**config.mk**
```make
export PLATFORM = sky130hd
export DESIGN_NAME = rmst_cell
export DESIGN_NICKNAME = d
export VERILOG_FILES = /design/src/rtl/rmst_pkg.sv /design/src/rtl/rmst_ram.sv /design/src/rtl/rmst_cell.sv
export SDC_FILE = /design/constraint.sdc
export NUM_CORES = 1
export LEC_CHECK = 0
export CORE_MARGIN = 2
export CORE_UTILIZATION = 50
export DETAILED_ROUTE_END_ITERATION = 10
export DONT_BUFFER_PORTS = 1
export PLACE_DENSITY = 0.69
export SETUP_SLACK_MARGIN = 0.3
export SLEW_MARGIN = 20
export SYNTH_ARGS = -nofsm -noshare
export SYNTH_HDL_FRONTEND = slang
export SYNTH_SLANG_ARGS = --single-unit
```
**constraint.sdc**
```tcl
create_clock -name clk -period 5.19 [get_ports clk]
set_clock_uncertainty 0.15 [all_clocks]
set_input_delay 0.2595 -clock clk [delete_from_list [all_inputs] [get_ports clk]]
set_output_delay 0.2595 -clock clk [all_outputs]
set_load 0.01 [all_outputs]
```
**src/rtl/rmst_pkg.sv**
```systemverilog
// Shared types and constants for the range-minimum segment tree.
package rmst_pkg;

  localparam int DATA_W         = 32;
  localparam int IDX_W          = 17;    // holds an exclusive bound up to 65536
  localparam int LEAF_COUNT_DEF = 1024;

  localparam logic signed [DATA_W-1:0] INT_MAX = 32'sh7FFF_FFFF;

  localparam logic [1:0] CMD_CLEAR = 2'd0;
  localparam logic [1:0] CMD_LOAD  = 2'd1;
  localparam logic [1:0] CMD_QUERY = 2'd2;

  // Work token handed from one tree level to the next one up.
  typedef struct packed {
    logic                     vld;
    logic                     qry;  // 1 query, 0 load
    logic [IDX_W-1:0]         l;    // load index, or query low bound
    logic [IDX_W-1:0]         r;    // query exclusive high bound
    logic signed [DATA_W-1:0] val;  // load value, or query accumulator
  } tok_t;

endpackage

```
**src/rtl/rmst_ram.sv**
```systemverilog
// Generic RAM: one write port, two registered read ports.
module rmst_ram #(
  parameter int WIDTH = 32,
  parameter int DEPTH = 2
) (
  input  logic                     clk,
  input  logic                     we,
  input  logic [$clog2(DEPTH)-1:0] waddr,
  input  logic [WIDTH-1:0]         wdata,
  input  logic [$clog2(DEPTH)-1:0] raddr_a,
  input  logic [$clog2(DEPTH)-1:0] raddr_b,
  output logic [WIDTH-1:0]         rdata_a,
  output logic [WIDTH-1:0]         rdata_b
);

  logic [WIDTH-1:0] mem [DEPTH];

  // Write and read
  always_ff @(posedge clk) begin
    if (we) begin
      mem[waddr] <= wdata;
    end
    rdata_a <= mem[raddr_a];
    rdata_b <= mem[raddr_b];
  end

endmodule

```
**src/rtl/rmst_cell.sv**
```systemverilog
// One tree level: node storage plus the update and query step for that level.
module rmst_cell #(
  parameter int LEVEL = 1
) (
  input  logic                         clk,
  input  logic                         rst_n,
  input  logic                         clr_en,
  input  logic [rmst_pkg::IDX_W-1:0]   clr_addr,
  input  rmst_pkg::tok_t               tok_i,
  output rmst_pkg::tok_t               tok_o
);

  localparam int AW    = (LEVEL == 0) ? 1 : LEVEL;
  localparam int DEPTH = 1 << AW;
  localparam int DW    = rmst_pkg::DATA_W;

  logic [AW-1:0]   waddr, raddr_a, raddr_b;
  logic            we;
  logic [DW-1:0]   wdata, rdata_a, rdata_b;
  logic            take_l, take_r, active;
  logic [rmst_pkg::IDX_W-1:0] r_dec;

  rmst_pkg::tok_t  s1_r;
  logic            take_l_r, take_r_r;
  rmst_pkg::tok_t  tok_nxt;
  logic signed [DW-1:0] cand_l, cand_r, acc1;

  // Port selection: clear sweep wins, else load writes its node
  always_comb begin
    r_dec   = tok_i.r - 1'b1;
    active  = tok_i.vld && tok_i.qry && (tok_i.l < tok_i.r);
    take_l  = active && ((LEVEL == 0) ? 1'b1 : tok_i.l[0]);
    take_r  = active && (LEVEL != 0) && tok_i.r[0];
    we      = clr_en || (tok_i.vld && !tok_i.qry);
    waddr   = clr_en ? clr_addr[AW-1:0] : tok_i.l[AW-1:0];
    wdata   = clr_en ? rmst_pkg::INT_MAX : tok_i.val;
    // Query reads its own node, load reads the sibling
    raddr_a = tok_i.l[AW-1:0] ^ AW'(!tok_i.qry);
    raddr_b = r_dec[AW-1:0];
  end

  rmst_ram #(.WIDTH(DW), .DEPTH(DEPTH)) u_ram (
    .clk     (clk),
    .we      (we),
    .waddr   (waddr),
    .wdata   (wdata),
    .raddr_a (raddr_a),
    .raddr_b (raddr_b),
    .rdata_a (rdata_a),
    .rdata_b (rdata_b)
  );

  // Fold read data into the token and step the bounds to the parent level
  always_comb begin
    cand_l  = take_l_r ? $signed(rdata_a) : rmst_pkg::INT_MAX;
    cand_r  = take_r_r ? $signed(rdata_b) : rmst_pkg::INT_MAX;
    acc1    = (cand_l < s1_r.val) ? cand_l : s1_r.val;
    tok_nxt = s1_r;
    if (s1_r.qry) begin
      tok_nxt.val = (cand_r < acc1) ? cand_r : acc1;
      tok_nxt.l   = (s1_r.l + {{(rmst_pkg::IDX_W-1){1'b0}}, s1_r.l[0]}) >> 1;
      tok_nxt.r   = s1_r.r >> 1;
    end else begin
      if (LEVEL != 0 && $signed(rdata_a) < s1_r.val) begin
        tok_nxt.val = $signed(rdata_a);
      end
      tok_nxt.l = s1_r.l >> 1;
    end
  end

  // Advance the token through the two stages of this level
  always_ff @(posedge clk) begin
    if (!rst_n) begin
      s1_r.vld  <= 1'b0;
      tok_o.vld <= 1'b0;
    end else begin
      s1_r.vld  <= tok_i.vld;
      tok_o.vld <= s1_r.vld;
    end
    s1_r.qry  <= tok_i.qry;
    s1_r.l    <= tok_i.l;
    s1_r.r    <= tok_i.r;
    s1_r.val  <= tok_i.val;
    take_l_r  <= take_l;
    take_r_r  <= take_r;
    tok_o.qry <= tok_nxt.qry;
    tok_o.l   <= tok_nxt.l;
    tok_o.r   <= tok_nxt.r;
    tok_o.val <= tok_nxt.val;
  end

endmodule

```
==> results of run 1 <==
routing by layer:
metal  vias to the layer above  wire, um  track usage
met2                       226     13900       0.3968
li1                       4012         -            -
met5                         -         0            0
met4                         0       631      0.06537
met3                        46      2055      0.05947
met1                      3932     12490       0.2888
area by class of cell:
type	count	area [sq um]	area share
inverters	83	311.5	0.02029
flip-flops and latches	265	5951	0.3875
clock inverters	13	138.9	0.009045
diodes	1	2.502	0.0001630
repair buffers	201	1927	0.1255
clock buffers	37	817.0	0.05321
multi-input cells	615	5808	0.3783
well taps	319	399.1	0.02599
layout by cell type (no fill, tap or decap), types with 5 or more instances in the layout:
cell type	count
a21o_1	16
a21oi_1	20
a21oi_2	6
a222oi_1	32
buf_12	10
buf_4	107
buf_6	6
clkbuf_16	32
clkinv_2	6
dfxtp_1	199
dlygate4sd3_1	72
edfxtp_1	64
ha_1	95
ha_4	14
inv_1	83
mux2_2	82
mux2i_1	53
mux2i_2	7
mux2i_4	5
nand2_1	28
nand2b_1	23
nand2b_4	12
nand3_1	11
nand4_1	25
nor2_1	19
nor2b_1	38
nor3_1	9
o211ai_1	6
o21ai_0	10
or2_2	31
xnor2_1	12
metrics by stage:
stage	setup TNS (ns)	utilization	instance area, sq um	std cells	hold WS, ns
2_1_floorplan	0	-	11770	998	0.1372
3_3_place_gp	-10.67	0.5546	12900	1388	0.1373
3_5_place_dp	-11.13	0.5546	12900	1388	0.1373
4_1_cts	0	0.6531	15190	1528	0.006798
5_1_grt	-7.426	0.6601	15350	1534	0.03863
6_report	-0.9760	0.6601	15350	1534	0.02321
cells in the mapped netlist, types with 3 or more instances:
cell       instances  share of area
nand2b_1          35          0.019
nor2_1            20         0.0064
buf_6              3         0.0029
a2111oi_0          3         0.0022
clkbuf_1          22         0.0070
or2_2             31          0.017
and4_1             4         0.0030
mux2_2            82          0.079
and2_1             4         0.0021
nand4_1           25          0.013
mux2i_1           64          0.055
nor3_1            13         0.0055
xor2_1             5         0.0037
ha_1             110           0.12
nand3_1           11         0.0047
o211ai_1           6         0.0038
nor2b_1           38          0.020
a222oi_1          32          0.027
xnor2_1           12         0.0090
a21oi_1           26          0.011
inv_1             83          0.027
nand2_1           29         0.0093
o21ai_0           16         0.0068
edfxtp_1          64           0.16
and3_1             3         0.0016
dfxtp_1          201           0.34
buf_2              9         0.0038
a211oi_1           5         0.0032
a21o_1            16          0.010
timing repair:
action                                 in CTS  in global routing
hold buffers                               74                  0
setup endpoints to repair                  32                 32
buffers inserted                           14                  3
pin swaps                                  30                 23
resized for setup                          72                 13
cloned                                      2                  2
endpoints found under the hold margin     167                  0
where the power goes:
group	total (W)	leakage (nW)	internal (W)	switching, W
Sequential	0.00251	2.34	0.00234	0.000172
Combinational	0.00113	3.70	0.000603	0.000529
Clock	0.00202	0.474	0.00121	0.000814
Total	0.00567	6.52	0.00415	0.00151
sequential cells by signal, indices dropped and copies added, names as in the netlist:
signal	flops
s1_r	68
take_l_r	1
take_r_r	1
tok_o	67
u_ram.mem	64
u_ram.rdata_a	32
u_ram.rdata_b	32
path summary, 6_finish.rpt:
kind / start / slack [ns] / to
worst max register to register: take_l_r$_DFF_P_ / -0.11 / tok_o[5]$_DFF_P_
worst min-delay path: tok_i[63] / 0.02 / take_r_r$_DFF_P_
worst min register to register: s1_r[65]$_DFF_P_ / 0.28 / tok_o[64]$_DFF_P_
worst max-delay path: take_l_r$_DFF_P_ / -0.11 / tok_o[5]$_DFF_P_
cells by family (layout without fill, tap and decap cells):
logic type / Yosys count / count (layout) / share of synthesized area
AO/OA/AOI/OAI: 121 / 121 / 0.08015
AND/OR/NAND/NOR: 218 / 218 / 0.1058
other: 1 / 2 / 0.0003199
buffers and inverters: 118 / 334 / 0.04098
adder cells (fa/ha/maj): 110 / 110 / 0.1174
multiplexers: 148 / 148 / 0.1355
XOR/XNOR: 17 / 17 / 0.01270
flip-flops: 265 / 265 / 0.5072
worst min-delay path, stage by stage:
cell and delay (ns):
ha_1 0.12, a21o_1 0.10, nand2_1 0.07, nand4_1 0.09, nor2_1 0.04
==> results.json, run 1 <==
{
  "die_w_um": 157.1,
  "cts_buffer_depth": 3,
  "drt_iter0_markers": 539,
  "rsz0062_at_grt": "yes",
  "whs_path_depth": 5,
  "nets": 1391,
  "p_per_area_nw_per_um2": 369.0,
  "clk_pin_slew_ns": 0.06,
  "hold_viol_final": 0,
  "period_needed_ns": 5.297,
  "gp_congestion": 0.8148,
  "setup_viol": 27,
  "dr.pass1.iters": 9,
  "finalWirelength_um": 29070,
  "clk_latency_ns": 0.55,
  "synth_ff_type": "dfxtp_1",
  "tightest_slew_ns": 0.6875,
  "crit_fanout": 8,
  "cts.sinks": 265,
  "grt_pass1_vias": 8555,
  "syn_area_sq_um": 11720,
  "cts_buffers": 27,
  "worstPathRequired_ns": 5.46,
  "path_buf_inv": 6,
  "area_delta_synth_final_pct": 30.97,
  "fp-row-count": 56,
  "crit_family": "compound AO/OA/AOI/OAI gates",
  "core_area_sq_um": 23260,
  "ir_worst_vdd_mv": 0.3379,
  "ios": 156,
  "r2r_cells": 25,
  "seq_area_frac_synth": 0.5072,
  "relSlewSlack": 0.5410,
  "grt-ovfl-total": 0,
  "dpl.hpwl_um": 18510,
  "layout-drive-gt1-share": 0.2957,
  "tritoncts": "yes",
  "crit_arrival_ns": 5.57,
  "fmax_mhz": 188.8,
  "synthCells": 998,
  "dr_total_vias": 8216,
  "synth_edf_count": 64,
  "failed_checks": "setup timing",
  "vias_per_cell": 5.356,
  "root_buffer": "clkbuf_16",
  "synth_cell_type_count": 51,
  "antenna_found_initial": 1,
  "start_kind": "register",
  "pre_cts_slack_ns": -0.4178,
  "grt_max_degree": 35,
  "outcome": "finished with violations",
  "die_h_um": 157.1,
  "synth_nets": 1196,
  "drv_cap": 0,
  "initial_utilization": 0.5040,
  "grt_pass1_wl_um": 44430,
  "wl_per_cell_um": 18.95,
  "cpPeakStageDelay_ns": 0.39,
  "power.leakage_nw": 6.517,
  "nFillCells": 1725,
  "track_usage": 0.2313,
  "holdCritPathClass": "in -> reg",
  "cp-end-kind": "register",
  "cp.depth": 25,
  "power_w": 0.005666,
  "h-tree-depth": 1,
  "portBuffers": 0,
  "async_flop_share": 0,
  "synth-seq-cells": 265,
  "yosysWarnings": 0,
  "path_class": "reg -> reg",
  "crit_slowest_cell": "o311a_4",
  "slew_viol_final": 0,
  "syn_avg_cell_area_sq_um": 11.75,
  "remaining_drc_errors": 0,
  "finalCritPeriodShare": 1.021,
  "ant_nets": 0,
  "die_area_sq_um": 24690,
  "worst_slack_ns": -0.1071
}
Power figures use the tool's default switching activity.
==> inputs of run 2 (changes only) <==
ABC_AREA = 1   (was unset)
==> run 2 against run 1 <==
Compared with the run above:
- the flow now finishes without violations
- non-clock buffer count fell by 103
- synthesized cell count rose by 36%
- sequential share of layout area rose by 2.8 points
- sequential cell count did not move
- highest routed layer unchanged
==> results.json, run 2 <==
{
  "cp-end-kind": "register",
  "remaining_drc_errors": 0,
  "final_common_cell": "nand2_1",
  "initial_utilization": 0.5090,
  "clk_latency_ns": 0.55,
  "async_flop_share": 0,
  "top_regs": "s1_r: 68 flops, tok_o: 67 flops, u_ram.mem: 64 flops",
  "power_w": 0.005825,
  "grt-ovfl-total": 0,
  "largest_reg_flops": 68,
  "antenna_found_initial": 1,
  "die_area_sq_um": 25150,
  "start_kind": "register",
  "outcome": "completed",
  "die_h_um": 158.6,
  "vias_per_cell": 5.207,
  "root_buffer": "clkbuf_16",
  "die_w_um": 158.6,
  "synthTopCellsByCount": "nand2_1, dfxtp_1, inv_1",
  "yosys.area.top_type": "dfxtp_1",
  "power.leakage_nw": 6.337,
  "place_area_sq_um": 12310,
  "finalWirelength_um": 28670,
  "ir_worst_vdd_mv": 0.2776,
  "relSlewSlack": 0.5612,
  "syn_area_sq_um": 11950,
  "seq_area_frac_synth": 0.4977,
  "grt_pass1_vias": 9002,
  "path_class": "reg -> reg",
  "h-tree-depth": 1,
  "slew_viol_final": 0,
  "design_area_sq_um": 14300,
  "finalCritPeriodShare": 0.9049,
  "dr_total_vias": 9217,
  "ios": 156,
  "synth_nets": 1552,
  "worstPathRequired_ns": 5.52,
  "yosysWarnings": 0,
  "fmax_mhz": 212.9,
  "hold_viol_final": 0,
  "synth_edf_count": 64,
  "layout-drive-gt1-share": 0.1146,
  "gp_congestion": 0.8741,
  "synth_most_common_cell": "nand2_1",
  "area_delta_synth_final_pct": 19.70,
  "regMostFlops": "s1_r",
  "tns_ns": 0,
  "whs_ns": 0.05256,
  "fp-row-count": 56,
  "syn_avg_cell_area_sq_um": 8.823,
  "cts_buffer_depth": 3,
  "grt_use_met2": 0.3898,
  "dpl.hpwl_um": 18340,
  "portBuffers": 0,
  "tightest_slew_ns": 0.6582,
  "nets": 1626,
  "wl_per_cell_um": 16.20,
  "ant_nets": 0,
  "crit_fanout": 22,
  "drv_cap": 0,
  "synth_cell_type_count": 43,
  "synth_top_area_share": 0.3368,
  "met3_usage": 0.03239,
  "dr.pass1.iters": 5,
  "core_area_sq_um": 23470,
  "setup_viol": 0,
  "synth_area_leaders": "dfxtp_1, edfxtp_1, ha_1",
  "period_needed_ns": 4.696,
  "clk_pin_slew_ns": 0.06,
  "synth_ff_type": "dfxtp_1",
  "rsz0062_at_grt": "no",
  "synthCells": 1354,
  "p_per_area_nw_per_um2": 407.4,
  "grtUsageMet1": 0.2770,
  "grt_max_degree": 67,
  "cts_buffers": 27,
  "drt_iter0_markers": 635,
  "layout_common_cells": "nand2_1, dfxtp_1, inv_1, ha_1, nor2_1",
  "track_usage": 0.2194,
  "crit_arrival_ns": 5.03,
  "holdCritPathClass": "in -> reg",
  "grt_pass1_wl_um": 43860,
  "cts.sinks": 265,
  "tritoncts": "yes",
  "top_usage_layer": "met2",
  "synth-seq-cells": 265
}
-- run 2: power breakdown --
| group | leakage, nW | internal [W] | switching (W) | total, W |
|---|---|---|---|---|
| clock | 0.476 | 0.00129 | 0.000813 | 0.00210 |
| combinational | 3.52 | 0.000466 | 0.000722 | 0.00119 |
| sequential | 2.34 | 0.00237 | 0.000165 | 0.00253 |
| total | 6.34 | 0.00413 | 0.00170 | 0.00583 |
-- run 2: worst paths after layout --
kind,startpoint,to,depth (start not counted),slack [ns]
hold / removal,tok_i[64],take_r_r$_DFF_P_,4,0.05
setup / recovery,take_l_r$_DFF_P_,tok_o[13]$_DFF_P_,27,0.49
hold reg to reg,s1_r[67]$_SDFF_PN0_,tok_o[67]$_SDFF_PN0_,2,0.27
setup reg to reg,take_l_r$_DFF_P_,tok_o[13]$_DFF_P_,27,0.49
-- run 2: what timing repair did --
| item | 4_1_cts | 5_1_grt |
|---|---|---|
| gates resized for setup | 0 | 27 |
| hold buffers | 73 | 0 |
| buffers inserted | 0 | 3 |
| endpoints found under the setup margin | 0 | 32 |
| hold endpoints to repair | 167 | 0 |
-- run 2: metal layers --
layer	part of all wire	wire length, um
met1	0.44	12630
met4	0.025	729
met3	0.043	1235
met5	0	0
met2	0.49	14070
-- run 2: cells by family (layout without fill, tap and decap cells) --
| group | Yosys count | after routing | synth area share |
|---|---|---|---|
| buffers and inverters | 205 | 298 | 0.06870 |
| other | 1 | 3 | 0.0003139 |
| AND/OR/NAND/NOR | 545 | 547 | 0.2057 |
| AO/OA/AOI/OAI | 211 | 211 | 0.09992 |
| adder cells (fa/ha/maj) | 110 | 110 | 0.1152 |
| flip-flops | 265 | 265 | 0.4977 |
| XOR/XNOR | 17 | 17 | 0.01246 |
-- run 2: through the flow --
stage          utilization  setup slack, ns  std cells
5_1_grt             0.6091           0.2208       1769
6_report            0.6092           0.4937       1770
3_3_place_gp        0.5244           0.5106       1637
3_5_place_dp        0.5244           0.4437       1637
2_1_floorplan            -           0.8730       1354
4_1_cts             0.5983           0.4210       1760
-- run 2: cell type report --
| type | count | area (sq um) |
|---|---|---|
| clock buffer | 33 | 718.2 |
| timing repair buffer | 98 | 1085 |
| inverter | 150 | 563.0 |
| clock inverter | 17 | 260.3 |
| sequential | 265 | 5948 |
| tap | 319 | 399.1 |
| antenna | 2 | 5.005 |
| multi-input combinational | 886 | 5321 |
| fill | 1976 | 9173 |
-- run 2: worst max-delay path, cell delays in order (launching register included) --
cell	delay, ns
dfxtp_2	0.34
inv_1	0.07
buf_12	0.15
or2_2	0.29
ha_1	0.32
nand2_1	0.10
nor4_4	0.34
and3_4	0.26
nand2_2	0.08
nand2_2	0.09
nand2_4	0.08
nand2_8	0.13
nor2_1	0.05
a21oi_1	0.17
ha_1	0.31
nand2_1	0.09
nor2_1	0.06
a211oi_2	0.27
o221ai_2	0.13
nand2_1	0.09
o2111ai_1	0.12
nor2_1	0.21
nand3_4	0.09
buf_12	0.17
buf_12	0.15
nand3_1	0.08
nand3_1	0.09
nand2_1	0.12
==> inputs of run 3 (changes only) <==
CORE_UTILIZATION = 57   (was 50)
PLACE_DENSITY = 0.75   (was 0.69)
==> run 3 against run 2 <==
Compared with the run above:
- sequential cell count did not move
- sequential share of layout area decreased by 0.12 points
- register-to-register slack better by 0.08 ns
- core utilization up 9.3 points
- clock power decreased by 3%
- setup slack better by 0.078 ns
- first-iteration DRC count down 15%
- critical endpoint is now tok_o[17]$_DFF_P_
- critical path depth up 1
- worst hold slack improved by 0.0072 ns
- maximum frequency grew 1.7%
- count of clock-buffer cells in the layout grew 8
- die area fell by 12%
==> results.json, run 3 (same netlist as run 2, synthesis figures left out) <==
{
  "track_usage": 0.2597,
  "largest_reg_flops": 68,
  "ir_worst_vdd_mv": 0.3721,
  "dr_total_vias": 9375,
  "root_buffer": "clkbuf_16",
  "dr.pass1.iters": 5,
  "ios": 156,
  "holdCritPathClass": "in -> reg",
  "dpl.hpwl_um": 18500,
  "gp_congestion": 0.9134,
  "cts.sinks": 265,
  "portBuffers": 0,
  "die_w_um": 148.8,
  "grt_pass1_vias": 9393,
  "tns_ns": 0,
  "period_needed_ns": 4.618,
  "setup_viol": 0,
  "worstPathRequired_ns": 5.46,
  "place_area_sq_um": 12370,
  "vias_per_cell": 5.425,
  "h-tree-depth": 1,
  "cts_buffers": 27,
  "final_common_cell": "nand2_1",
  "top_regs": "s1_r: 68 flops, tok_o: 67 flops, u_ram.mem: 64 flops",
  "crit_fanout": 11,
  "drv_cap": 0,
  "ant_nets": 0,
  "relSlewSlack": 0.3908,
  "initial_utilization": 0.5848,
  "core_area_sq_um": 20430,
  "finalWirelength_um": 29180,
  "antenna_found_initial": 0,
  "die_h_um": 148.8,
  "whs_path_depth": 4,
  "r2r_cells": 28,
  "remaining_drc_errors": 0,
  "nets": 1634,
  "rsz0062_at_grt": "no",
  "fmax_mhz": 216.5,
  "grt-ovfl-total": 0,
  "outcome": "completed",
  "clk_latency_ns": 0.54,
  "fp-row-count": 52,
  "area_delta_synth_final_pct": 20.05,
  "start_kind": "register",
  "cpPeakStageDelay_ns": 0.36,
  "die_area_sq_um": 22130,
  "cts_buffer_depth": 3,
  "clk_pin_slew_ns": 0.06,
  "layout_common_cells": "nand2_1, dfxtp_1, inv_1, ha_1, nor2_1",
  "p_per_area_nw_per_um2": 402.7,
  "critical_path.most_common_cell": "nand2_1",
  "grt_max_degree": 67,
  "tritoncts": "yes",
  "path_class": "reg -> reg",
  "layout-drive-gt1-share": 0.1270,
  "cp-end-kind": "register",
  "crit_arrival_ns": 4.89,
  "drt_iter0_markers": 540,
  "hold_viol_final": 0,
  "tightest_slew_ns": 0.9094,
  "slew_viol_final": 0,
  "grt_pass1_wl_um": 46020,
  "crit_slowest_cell": "dfxtp_2",
  "finalCritPeriodShare": 0.8898,
  "power.leakage_nw": 6.374,
  "design_area_sq_um": 14340,
  "wl_per_cell_um": 16.89,
  "regMostFlops": "s1_r"
}
[run 3: worst max-delay path, delay by kind of cell, from the launching register on]
| kind | cells | cell delay (ns) |
|---|---|---|
| AOI/OAI and AO/OA | 9 | 1.45 |
| adders and majority gates | 2 | 0.56 |
| buffers and inverters | 4 | 0.48 |
| DFF | 1 | 0.36 |
| and+or+nand+nor | 13 | 1.49 |
[run 3: cell type report]
cell class                 instances  area [sq um]
timing repair buffer             107          1165
fill                            1511          6088
multi-input combinational        885          5371
antenna                            1         2.502
inverter                         150         563.0
sequential                       265          5948
clock inverter                     9         113.9
clock buffer                      41         839.6
tap                              270         337.8
[run 3: where the power goes]
group / total, W / switching, W / internal [W]
registers: 0.00254 / 0.000172 / 0.00237
clock network: 0.00203 / 0.000807 / 0.00122
logic: 0.00121 / 0.000715 / 0.000494
[run 3: final timing paths]
check,from,end,slack [ns]
worst max-delay path,take_l_r$_DFF_P_,tok_o[17]$_DFF_P_,0.57
worst min-delay path,tok_i[65],take_l_r$_DFF_P_,0.06
worst max register to register,take_l_r$_DFF_P_,tok_o[17]$_DFF_P_,0.57
worst min register to register,s1_r[48]$_DFF_P_,tok_o[48]$_SDFF_PP0_,0.28
[run 3: repair_timing]
| item | CTS | global route |
|---|---|---|
| endpoints found under the setup margin | 0 | 32 |
| buffers inserted | 0 | 6 |
| hold buffers | 74 | 0 |
| endpoints found under the hold margin | 167 | 0 |
| gates resized for setup | 0 | 31 |
[run 3: routing by layer]
metal	routed length, um	up-vias	track usage	part of all wire
met5	0	-	0	0
met4	969	0	0.09714	0.033
met3	1680	78	0.04740	0.058
met2	14260	292	0.4530	0.49
met1	12270	4355	0.3222	0.42
li1	-	4650	-	-
[run 3: metrics by stage]
stage / hold slack, ns / worst slack, ns / total power (W) / std cells / util
6_report: 0.05977 / 0.5720 / 0.005775 / 1728 / 0.7020
2_1_floorplan: 0.1372 / 0.8730 / 0.003309 / 1354 / -
4_1_cts: 0.007192 / 0.3209 / 0.005716 / 1719 / 0.6900
3_5_place_dp: 0.1373 / 0.3583 / 0.003641 / 1595 / 0.6057
3_3_place_gp: 0.1373 / 0.4192 / 0.003597 / 1593 / 0.6034
5_1_grt: 0.02029 / 0.2735 / 0.006050 / 1727 / 0.7019
